--- config.mk ---
export PLATFORM = sky130hd
export DESIGN_NAME = mcte_ram
export DESIGN_NICKNAME = d
export VERILOG_FILES = /design/src/hw/rtl/mcte_ram.sv
export SDC_FILE = /design/constraint.sdc
export NUM_CORES = 1
export LEC_CHECK = 0
export BUFFER_PORTS_ARGS = -buffer_cell sky130_fd_sc_hd__buf_2
export CORE_MARGIN = 4
export CORE_UTILIZATION = 53
export DETAILED_ROUTE_END_ITERATION = 16
export GPL_TIMING_DRIVEN = 0
export PLACE_DENSITY = 0.84
export RECOVER_POWER = 100
export SYNTH_ARGS = -nofsm -noshare
export SYNTH_HDL_FRONTEND = slang
export SYNTH_SLANG_ARGS = --single-unit
--- constraint.sdc ---
create_clock -name clock -period 9.1 [get_ports clock]
set_clock_uncertainty 0.2 [all_clocks]
set_input_delay 0.91 -clock clock [delete_from_list [all_inputs] [get_ports clock]]
set_output_delay 0.91 -clock clock [all_outputs]
set_load 0.01 [all_outputs]
--- src/hw/rtl/mcte_ram.sv ---
// Generic single-write, single-read RAM with registered read data.
`timescale 1ns / 1ps

module mcte_ram #(
   parameter int WIDTH = 64,
   parameter int DEPTH = 5
) (
   input  logic                                  clock,
   input  logic                                  we,
   input  logic [((DEPTH > 1) ? $clog2(DEPTH) : 1)-1:0] waddr,
   input  logic [WIDTH-1:0]                      wdata,
   input  logic [((DEPTH > 1) ? $clog2(DEPTH) : 1)-1:0] raddr,
   output logic [WIDTH-1:0]                      rdata
);

   logic [WIDTH-1:0] mem_ff [DEPTH];
   logic [WIDTH-1:0] rdata_ff;

   always_ff @(posedge clock) begin
      if (we) begin
         mem_ff[waddr] <= wdata;
      end
      rdata_ff <= mem_ff[raddr];
   end

   assign rdata = rdata_ff;

endmodule

# [Word-level counts from Yosys, hierarchy flattened]
# Memory sizes are Yosys's and may differ from the RTL's. A register that Yosys moved wholly into a read port is not among the register bits.
# Index checks and enable logic that the tools add are counted.
[totals] regBits=0 mem_bits_rw=320 in_bits=72 out_inout_bits=64 word_cells=3 mem_count=1
[memory_table] name="mem_ff" words=5 width=64 read_ports=1 rd_clocked_by_memory_dff=1 write_ports=1 line_no="16" rtl="logic [WIDTH-1:0] mem_ff [DEPTH];"
[op_classes] n_mux=2
[ops] cell="$mux 1" count=2

# [Logic depth before layout (Yosys ltp)]
# Gate-level depths: netlist (run 1).
[logic_depth] depth_word=2 depth_mapped=5 depth_no_buf=3

# [Worst setup path before layout (run 1)]
# No wires, ideal clock.
[synth_timing] kind="in2reg" startpoint="in waddr[2] in the netlist's numbering" endpoint="mem mem_ff[0][0], enable pin" setup_time_ns=0.670 arrival_time_ns=7.621 required_time_ns=8.230 path_slack_ns=0.609 path_stages=1 n_path_buf=0 cell_sequence="nor4b_1"
[synth_lines] item="start, declared" line_no="10" rtl="input logic [((DEPTH > 1) ? $clog2(DEPTH) : 1)-1:0] waddr,"
[synth_lines] item="end, declared" line_no="16"
# No word-level cell before the write port.

# [Worst setup path in the final report (run 1)]
[layout_timing] startpoint="in waddr[2] in the netlist's numbering" endpoint="mem mem_ff[2][35], enable pin"
# No word-level cell before the write port.

==> results of run 1 <==
-- cells by family (layout without fill, tap and decap cells) --
| family | after synthesis | count (layout) |
|---|---|---|
| AOI/OAI and AO/OA | 128 | 128 |
| buffers and inverters | 105 | 338 |
| DFF | 384 | 384 |
| and+or+nand+nor | 72 | 72 |
| muxes | 64 | 64 |
-- cell usage in the layout (no fill, tap or decap) --
cell | synthesis | final
nor2_1 | 0 | 1
buf_4 | 10 | 10
buf_1 | 1 | 1
nor2b_1 | 64 | 64
a211oi_1 | 64 | 64
a221oi_1 | 48 | 62
inv_1 | 64 | 64
clkbuf_1 | 15 | 190
clkbuf_16 | 0 | 41
nor4bb_1 | 2 | 2
clkinv_1 | 0 | 2
dfxtp_1 | 64 | 64
buf_12 | 1 | 1
clkinvlp_4 | 0 | 2
clkinv_2 | 0 | 5
nor4b_1 | 1 | 1
nand2b_1 | 1 | 1
mux2i_1 | 64 | 64
and4b_1 | 1 | 1
buf_2 | 10 | 11
edfxtp_1 | 320 | 320
nand2_1 | 1 | 1
clkbuf_8 | 0 | 7
nor3_1 | 1 | 1
buf_6 | 4 | 4
a221oi_2 | 16 | 2
-- registers in the layout, indices dropped and copies added, names as in the netlist --
register	cells
mem_ff	320
rdata	64
-- per-layer routing --
| layer | part of all wire (%) | wire length [µm] |
|---|---|---|
| met1 | 41 | 11300 |
| met2 | 49 | 13500 |
| met3 | 8.2 | 2260 |
| met4 | 2.0 | 554 |
| met5 | 0.043 | 12 |
-- final cells by class --
cell class	count	area (µm²)
clock inverter	9	47.5
buffer	41	248
fill	1859	9480
multi-input combinational	264	2150
timing repair buffer	163	616
inverter	64	240
tap	330	413
clock buffer	61	1170
sequential	384	10900
-- worst max-delay path, delay by kind of cell --
| family | cells | cell delay, ns |
|---|---|---|
| AND/OR/NAND/NOR | 1 | 1.95 |
| buffers and inverters | 3 | 1.44 |
-- report_power, final --
group | switching (mW) | leakage [nW] | internal (mW)
logic | 0.122 | 1.36 | 0.0612
registers | 0.0188 | 3.45 | 1.98
clock network | 0.608 | 0.594 | 0.883
total | 0.749 | 5.40 | 2.92
-- worst min-delay path by stage --
stage	end	slack, ns	cells past startpoint
2_1_floorplan	rdata[62]$_DFF_P_	0.30	2
3_3_place_gp	rdata[62]$_DFF_P_	0.31	2
3_5_place_dp	rdata[41]$_DFF_P_	0.32	2
4_1_cts	rdata[59]$_DFF_P_	0.33	2
5_1_grt	rdata[59]$_DFF_P_	0.35	2
6_report	rdata[2]$_DFF_P_	0.33	2
-- through the flow --
stage	TNS (ns)	utilization, %
2_1_floorplan	0	-
3_3_place_gp	-830.93	58.2
3_5_place_dp	0	59.7
4_1_cts	0	64.6
5_1_grt	0	62.5
6_report	0	62.5
==> results.ini, run 1 <==
[layout]
diodes=0
nets=1028
drive_gt1_share_pct=8.42
final_cell_area_mm2=0.0158
fin_cells=1316
area_growth_pct=15.8

[global_routing]
overflow=0
grt_pass1_wl_mm=42.8
grt_usage_pct=19.4
grt_pass1_vias=7581
grt_max_degree=38
grt_most_used_layer=met2
grtUsageMet1_pct=26.2
grt_use_met3_pct=4.23
groute.layer.met2.usage_pct=32.2
antenna_found_initial=1

[logic_synthesis]
synth.area.top_cells=edfxtp_1 71%, dfxtp_1 9.4%, mux2i_1 4.7%
syn_nets=825
seq_area_frac_synth_pct=79.9
synthXorXnorAreaFrac_pct=0
synthesis.area_mm2=0.0136
synth_edf_count=320
yosysMostFrequentCell=edfxtp_1
synth_cell_types=21
synthMuxAreaShare_pct=4.70
syn_avg_cell_area_um2=18.1
synth_compound_area_share_pct=8.38
ys_ff_latch=384
synthCells=753
yosys_warnings=0
synthArstFlopShare_pct=0
yosys.area_share.adder_pct=0
yosysTopAreaCell=edfxtp_1
synthFlopType=edfxtp_1
synth_top_family_by_area=compound AO/OA/AOI/OAI gates
synth_top_area_share_pct=70.5
synthSimpleGateAreaFrac_pct=3.38

[clock_network]
post_cts_buffers=0
cts_tree=yes
cts_made_buffers=38
clk_path_buf_depth=3
htreeDepth=2
insertion_delay_ns=0.51
cts_root_buf=clkbuf_16
clock_sinks=384
hold_buffers=0
cts.clk_slew.worst_paths_ns=0.06
post_cts_resized=0

[timing]
hold_viol_final=0
slew_violations=70
worst_slack_ns=4.71
max_slew_margin_pct=-66.9
hold_slack_ns=0.328
period_share_pct=48.2
fmax_mhz=228
finalSetupViolations=0
rsz0062_at_grt=false
finalCriticalPeriod_ns=4.39
worstMarginPinSlew_ns=2.47

[detailed_routing]
wl_per_cell_um=21.0
antenna_left=0
firstDrtPassIters=5
drc=0
viasPerCell=5.54
vias=7296
wl_mm=27.7
initialDrtViolationCount=569

[power_and_ir_drop]
p_per_area_mw_per_mm2=233
power_leakage_nw=5.40
p_total_mw=3.67
ir_drop_v=0.000198

[worst_setup_path]
cp_slowest_cell=nor4bb_1
crit_path_max_fanout=13
worstSetupPathType=primary input to register
crit_end=mem_ff[2][35]$_DFFE_PP_
worstPathArrival_ns=4.32
max_stage_delay_ns=1.95
r2r_end=rdata[16]$_DFF_P_
critical_path_required_ns=9.03
rrSetupSlack_ns=7.77
path_cells=clkbuf_1 -> nor4bb_1 -> clkbuf_1 -> clkbuf_1
crit_start=waddr[2]
startpoint_type=primary input
r2r_cells=3
r2r_start=mem_ff[2][16]$_DFFE_PP_
end_kind=register
cp_common_cell=clkbuf_1

[placement]
placed_cell_area_mm2=0.0151
dp_cells=1246
post-dp-hpwl_mm=17.7
gp_congestion=0.739
io_buffers=134
place_ws_ns=5.87

[die]
die_w_um=168
ios=136
die_area_mm2=0.0283
core_area_mm2=0.0253
die_h_um=168
start_util_pct=53.9
rows=58

[status]
violations=max-capacitance violations, max-slew violations
run_status=finished, violations left

[worst_hold_path]
min_from=mem_ff[4][2]$_DFFE_PP_
hold_path.class=register to register

[job]
cap_violations=5

Power figures use the tool's default switching activity.
==> run 2, diff against run 1 <==
clock period = 4.4 ns   (was 9.1 ns; I/O delays follow)
==> results.ini, run 2 (synthesis gave the netlist of run 1 again) <==
[status]
run_status=finished clean

[global_routing]
grt_usage_pct=19.4  ; +0.091 points
antenna_found_initial=2  ; +1
grt_max_degree=43  ; +13%
overflow=0  ; unchanged
grt_pass1_wl_mm=43.1  ; +0.71%
grt_pass1_vias=7891  ; +4.1%

[power_and_ir_drop]
p_comb_share_pct=5.7  ; +0.7 points
clock_power_share_pct=40.4  ; -0.2 points
power_leakage_nw=5.73  ; +6.1%
p_int_mw=6.10  ; +110%
p_total_mw=7.66  ; +110%
seq_power_share_pct=53.9  ; -0.5 points
swShare_pct=20.3  ; -0.11 points
p_per_area_mw_per_mm2=463  ; +99%
ir_drop_v=0.000347  ; +76%
p_switching_mw=1.55  ; +110%

[die]
rows=58  ; unchanged
die_h_um=168  ; unchanged
ios=136  ; unchanged
die_area_mm2=0.0283  ; unchanged
core_area_mm2=0.0253  ; unchanged
die_w_um=168  ; unchanged
start_util_pct=53.9  ; unchanged

[timing]
worstMarginPinSlew_ns=1.30  ; -1.17 ns
fmax_mhz=336
hold_viol_final=0  ; unchanged
finalCriticalPeriod_ns=2.98
finalSetupViolations=0  ; unchanged
period_share_pct=67.7
rsz0062_at_grt=false
max_slew_margin_pct=13.3  ; +80 points
hold_slack_ns=0.214  ; -0.114 ns
worst_slack_ns=1.42  ; -3.29 ns
slew_violations=0  ; -100%

[worst_setup_path]
crit_path_max_fanout=14  ; +1
startpoint_type=primary input
end_kind=register
worstSetupPathType=primary input to register
r2r_start=mem_ff[2][16]$_DFFE_PP_
crit_end=mem_ff[4][34]$_DFFE_PP_
r2r_cells=3  ; unchanged
crit_start=waddr[0]
worstPathArrival_ns=2.90  ; -1.42 ns
critical_path_required_ns=4.33  ; -4.70 ns
r2r_end=rdata[16]$_DFF_P_
rrSetupSlack_ns=3.12  ; -4.65 ns

[clock_network]
clk_path_buf_depth=3  ; unchanged
insertion_delay_ns=0.51  ; about the same
htreeDepth=2  ; unchanged
clock_sinks=384  ; unchanged
post_cts_buffers=0  ; unchanged
cts.clk_slew.worst_paths_ns=0.06  ; about the same
cts_tree=yes
cts_made_buffers=38  ; unchanged
cts_root_buf=clkbuf_16

[layout]
layout_commonest_cell=edfxtp_1
largest_register_ffs=320  ; unchanged
top_register=mem_ff
final_cell_mix=320 x edfxtp_1, 176 x clkbuf_1
drive_gt1_share_pct=8.64  ; +0.22 points
fin_util_pct=65.4  ; +3.0 points
area_growth_pct=21.3
nets=1084  ; +5.4%

[worst_hold_path]
min_from=waddr[2]
hold_path.class=primary input to register
worstHoldPathCells=2  ; unchanged

[detailed_routing]
antenna_left=0  ; unchanged
wl_mm=27.9  ; +0.79%
drc=0  ; unchanged
initialDrtViolationCount=591  ; +3.9%
wl_per_cell_um=20.3  ; -3.4%
firstDrtPassIters=5  ; unchanged
viasPerCell=5.45  ; -1.7%
vias=7484  ; +2.6%

[placement]
post-dp-hpwl_mm=17.5  ; -0.65%
gp_congestion=0.729  ; -1.3%
io_buffers=134  ; unchanged
place_ws_ns=1.92  ; -3.95 ns

[job]
cap_violations=0  ; -5

run 2: power groups by stage:
stage,combinational [mW],clock [mW],sequential (mW)
finish,0.436,3.09,4.13
floorplan,0.193,0,4.23
detailed placement,0.432,0,4.20
global placement,0.401,0,4.20
global route,0.475,3.31,4.14
CTS,0.481,3.14,4.13
run 2: worst min path at each step:
stage / end / slack, ns
5_1_grt: mem_ff[0][21]$_DFFE_PP_ / 0.21
6_report: mem_ff[0][21]$_DFFE_PP_ / 0.21
4_1_cts: mem_ff[1][7]$_DFFE_PP_ / 0.17
3_5_place_dp: rdata[48]$_DFF_P_ / 0.33
3_3_place_gp: rdata[62]$_DFF_P_ / 0.31
2_1_floorplan: rdata[62]$_DFF_P_ / 0.30
run 2: repair_timing:
action	4_1_cts	5_1_grt
hold buffers	64	0
hold endpoints to repair	320	0
resized for setup	0	0
run 2: through the flow:
step                instances  instance area [µm²]  TNS, ns
floorplan                 753                13700        0
global placement         1217                14800  -204.76
detailed placement       1238                15100        0
CTS                      1372                17000        0
global route             1373                16500        0
finish                   1373                16500        0
run 2: cell type report:
class | count | area (µm²)
antenna | 1 | 2.50
buffer | 41 | 248
clock buffer | 61 | 1180
clock inverter | 9 | 41.3
fill | 1784 | 8730
inverter | 64 | 240
multi-input combinational | 264 | 2190
sequential | 384 | 10900
tap | 330 | 413
timing repair buffer | 219 | 1320
run 2: layer usage:
layer	routed length (µm)	track usage [%]	vias to the layer above
met4	512	5.29	2
met3	1870	3.55	42
met1	11800	26.9	3719
met5	7	0	-
li1	-	-	3453
met2	13700	32.2	268
run 2: worst max-delay path: stages:
cell and delay [ns]:
clkbuf_1 0.22, nor3_4 0.71, clkbuf_1 0.82, clkbuf_1 0.70
==> run 3, diff against run 2 <==
clock period = 2.8 ns   (was 4.4 ns; I/O delays follow)
==> results.ini, run 3 (synthesis gave the netlist of run 1 again) <==
[layout]
layout_commonest_cell=edfxtp_1
nets=1086  ; +0.18%
area_growth_pct=23.3
drive_gt1_share_pct=10.5  ; +1.9 points
fin_cells=1375  ; +0.15%
regArea_mm2=0.0109  ; unchanged
multi_input_area_mm2=0.00224  ; +1.9%
largest_register_ffs=320  ; unchanged
top_register=mem_ff
fill_cells=1753  ; -1.7%
final_cell_mix=320 x edfxtp_1, 170 x clkbuf_1

[die]
die_h_um=168  ; unchanged
core_area_mm2=0.0253  ; unchanged
start_util_pct=53.9  ; unchanged
die_area_mm2=0.0283  ; unchanged
ios=136  ; unchanged
die_w_um=168  ; unchanged
rows=58  ; unchanged

[detailed_routing]
wl_mm=28.9  ; +3.6%
drc=0  ; unchanged
initialDrtViolationCount=585  ; -1.0%
antenna_left=0  ; unchanged
viasPerCell=5.49  ; +0.64%
firstDrtPassIters=5  ; unchanged
vias=7543  ; +0.79%
wl_per_cell_um=21.0  ; +3.4%

[clock_network]
insertion_delay_ns=0.51  ; about the same
post_cts_buffers=0  ; unchanged
clk_path_buf_depth=3  ; unchanged
cts_root_buf=clkbuf_16
cts_made_buffers=39  ; +2.6%
post_cts_resized=0  ; unchanged
clock_sinks=384  ; unchanged
cts_tree=yes
htreeDepth=2  ; unchanged
cts.clk_slew.worst_paths_ns=0.06  ; about the same

[global_routing]
grt_max_degree=40  ; -7.0%
grt_most_used_layer=met2
grt_usage_pct=20.0  ; +0.57 points
grt_pass1_wl_mm=43.8  ; +1.6%
groute.layer.met2.usage_pct=33.3  ; +1.1 points
grtUsageMet1_pct=26.8  ; -0.11 points
overflow=0  ; unchanged
grt_use_met3_pct=4.18  ; +0.63 points
grt_pass1_vias=7862  ; -0.37%
antenna_found_initial=0  ; -2

[timing]
worst_slack_ns=0.568  ; -0.855 ns
fmax_mhz=448
finalSetupViolations=0  ; unchanged
slew_violations=0  ; unchanged
finalCriticalPeriod_ns=2.23
period_share_pct=79.7
final.setup.tns_ns=0  ; unchanged
worstMarginPinSlew_ns=1.49  ; +0.189 ns
max_slew_margin_pct=0.641  ; -13 points
hold_viol_final=2  ; +2
hold_slack_ns=-0.00183  ; -0.216 ns
rsz0062_at_grt=false

[worst_setup_path]
worstSetupPathType=primary input to register
worstPathArrival_ns=2.24  ; -0.66 ns
path_cells=clkbuf_1 -> nor4b_2 -> buf_8 -> buf_8 -> buf_6
crit_path_max_fanout=12  ; -2
cp_common_cell=buf_8
max_stage_delay_ns=1.20  ; +0.38 ns
startpoint_type=primary input
r2r_start=mem_ff[2][12]$_DFFE_PP_
rrSetupSlack_ns=1.48  ; -1.64 ns
cp_slowest_cell=nor4b_2
r2r_cells=3  ; unchanged
end_kind=register
r2r_end=rdata[12]$_DFF_P_
critical_path_required_ns=2.81  ; -1.52 ns

[power_and_ir_drop]
p_per_area_mw_per_mm2=738  ; +59%
power_leakage_nw=5.85  ; +1.9%
ir_drop_v=0.000584  ; +68%
p_total_mw=12.4  ; +62%

[status]
run_status=finished, violations left
violations=negative hold slack

[worst_hold_path]
min_to=mem_ff[1][7]$_DFFE_PP_
worstHoldPathCells=2  ; unchanged
min_from=waddr[1]
hold_path.class=primary input to register

[placement]
io_buffers=134  ; unchanged
post-dp-hpwl_mm=17.7  ; +1.1%
dp_cells=1239  ; +0.081%
gp_congestion=0.722  ; -0.95%
place_ws_ns=0.460  ; -1.46 ns

[job]
cap_violations=0  ; unchanged

## run 3: changes by cell type in the layout (fill, tap and decap cells not counted), sizes merged
cell and delta:
buf +8, clkbuf -8, bufinv +4, clkinv -2, clkinvlp +1, inv -1
## run 3: cell type report
type / count / area share, %
clock buffer: 60 / 6.83
multi-input combinational: 264 / 13.3
inverter: 64 / 1.43
tap: 330 / 2.46
sequential: 384 / 64.8
antenna: 1 / 0.0149
timing repair buffer: 220 / 8.74
buffer: 41 / 1.45
clock inverter: 11 / 0.931
## run 3: report_power, final
part | switching (mW) | total, mW | internal [mW]
Sequential | 0.0606 | 6.49 | 6.43
Combinational | 0.429 | 0.709 | 0.280
Clock | 2.00 | 5.19 | 3.19
## run 3: worst max-delay path: cells and delay by family
kind                   cells  cell delay [ns]
buffers and inverters      4             0.74
and+or+nand+nor            1             1.20
## run 3: stage by stage
step,instance area (µm²),hold slack (ns),utilization [%]
finish,16800,-0.00183,66.5
global route,16800,0.0114,66.5
CTS,17100,0.0509,67.6
detailed placement,15100,0.307,59.9
global placement,14800,0.304,58.5
floorplan,13700,0.179,-
## run 3: per-layer routing
layer | wire length, µm | part of all wire (%)
met5 | 0 | 0
met4 | 613 | 2.1
met3 | 2030 | 7.0
met2 | 14400 | 50
met1 | 11800 | 41
## run 3: repair_timing
| item | 4_1_cts | 5_1_grt |
|---|---|---|
| setup endpoints to repair | 0 | 0 |
| hold buffers | 64 | 0 |
| hold endpoints to repair | 320 | 0 |
## run 3: worst max-delay path by stage
stage	end	start
6_report	mem_ff[0][35]$_DFFE_PP_	waddr[0]
5_1_grt	mem_ff[1][35]$_DFFE_PP_	waddr[0]
4_1_cts	mem_ff[0][35]$_DFFE_PP_	waddr[0]
3_5_place_dp	mem_ff[0][38]$_DFFE_PP_	waddr[0]
3_3_place_gp	mem_ff[1][38]$_DFFE_PP_	waddr[0]
2_1_floorplan	mem_ff[1][0]$_DFFE_PP_	we
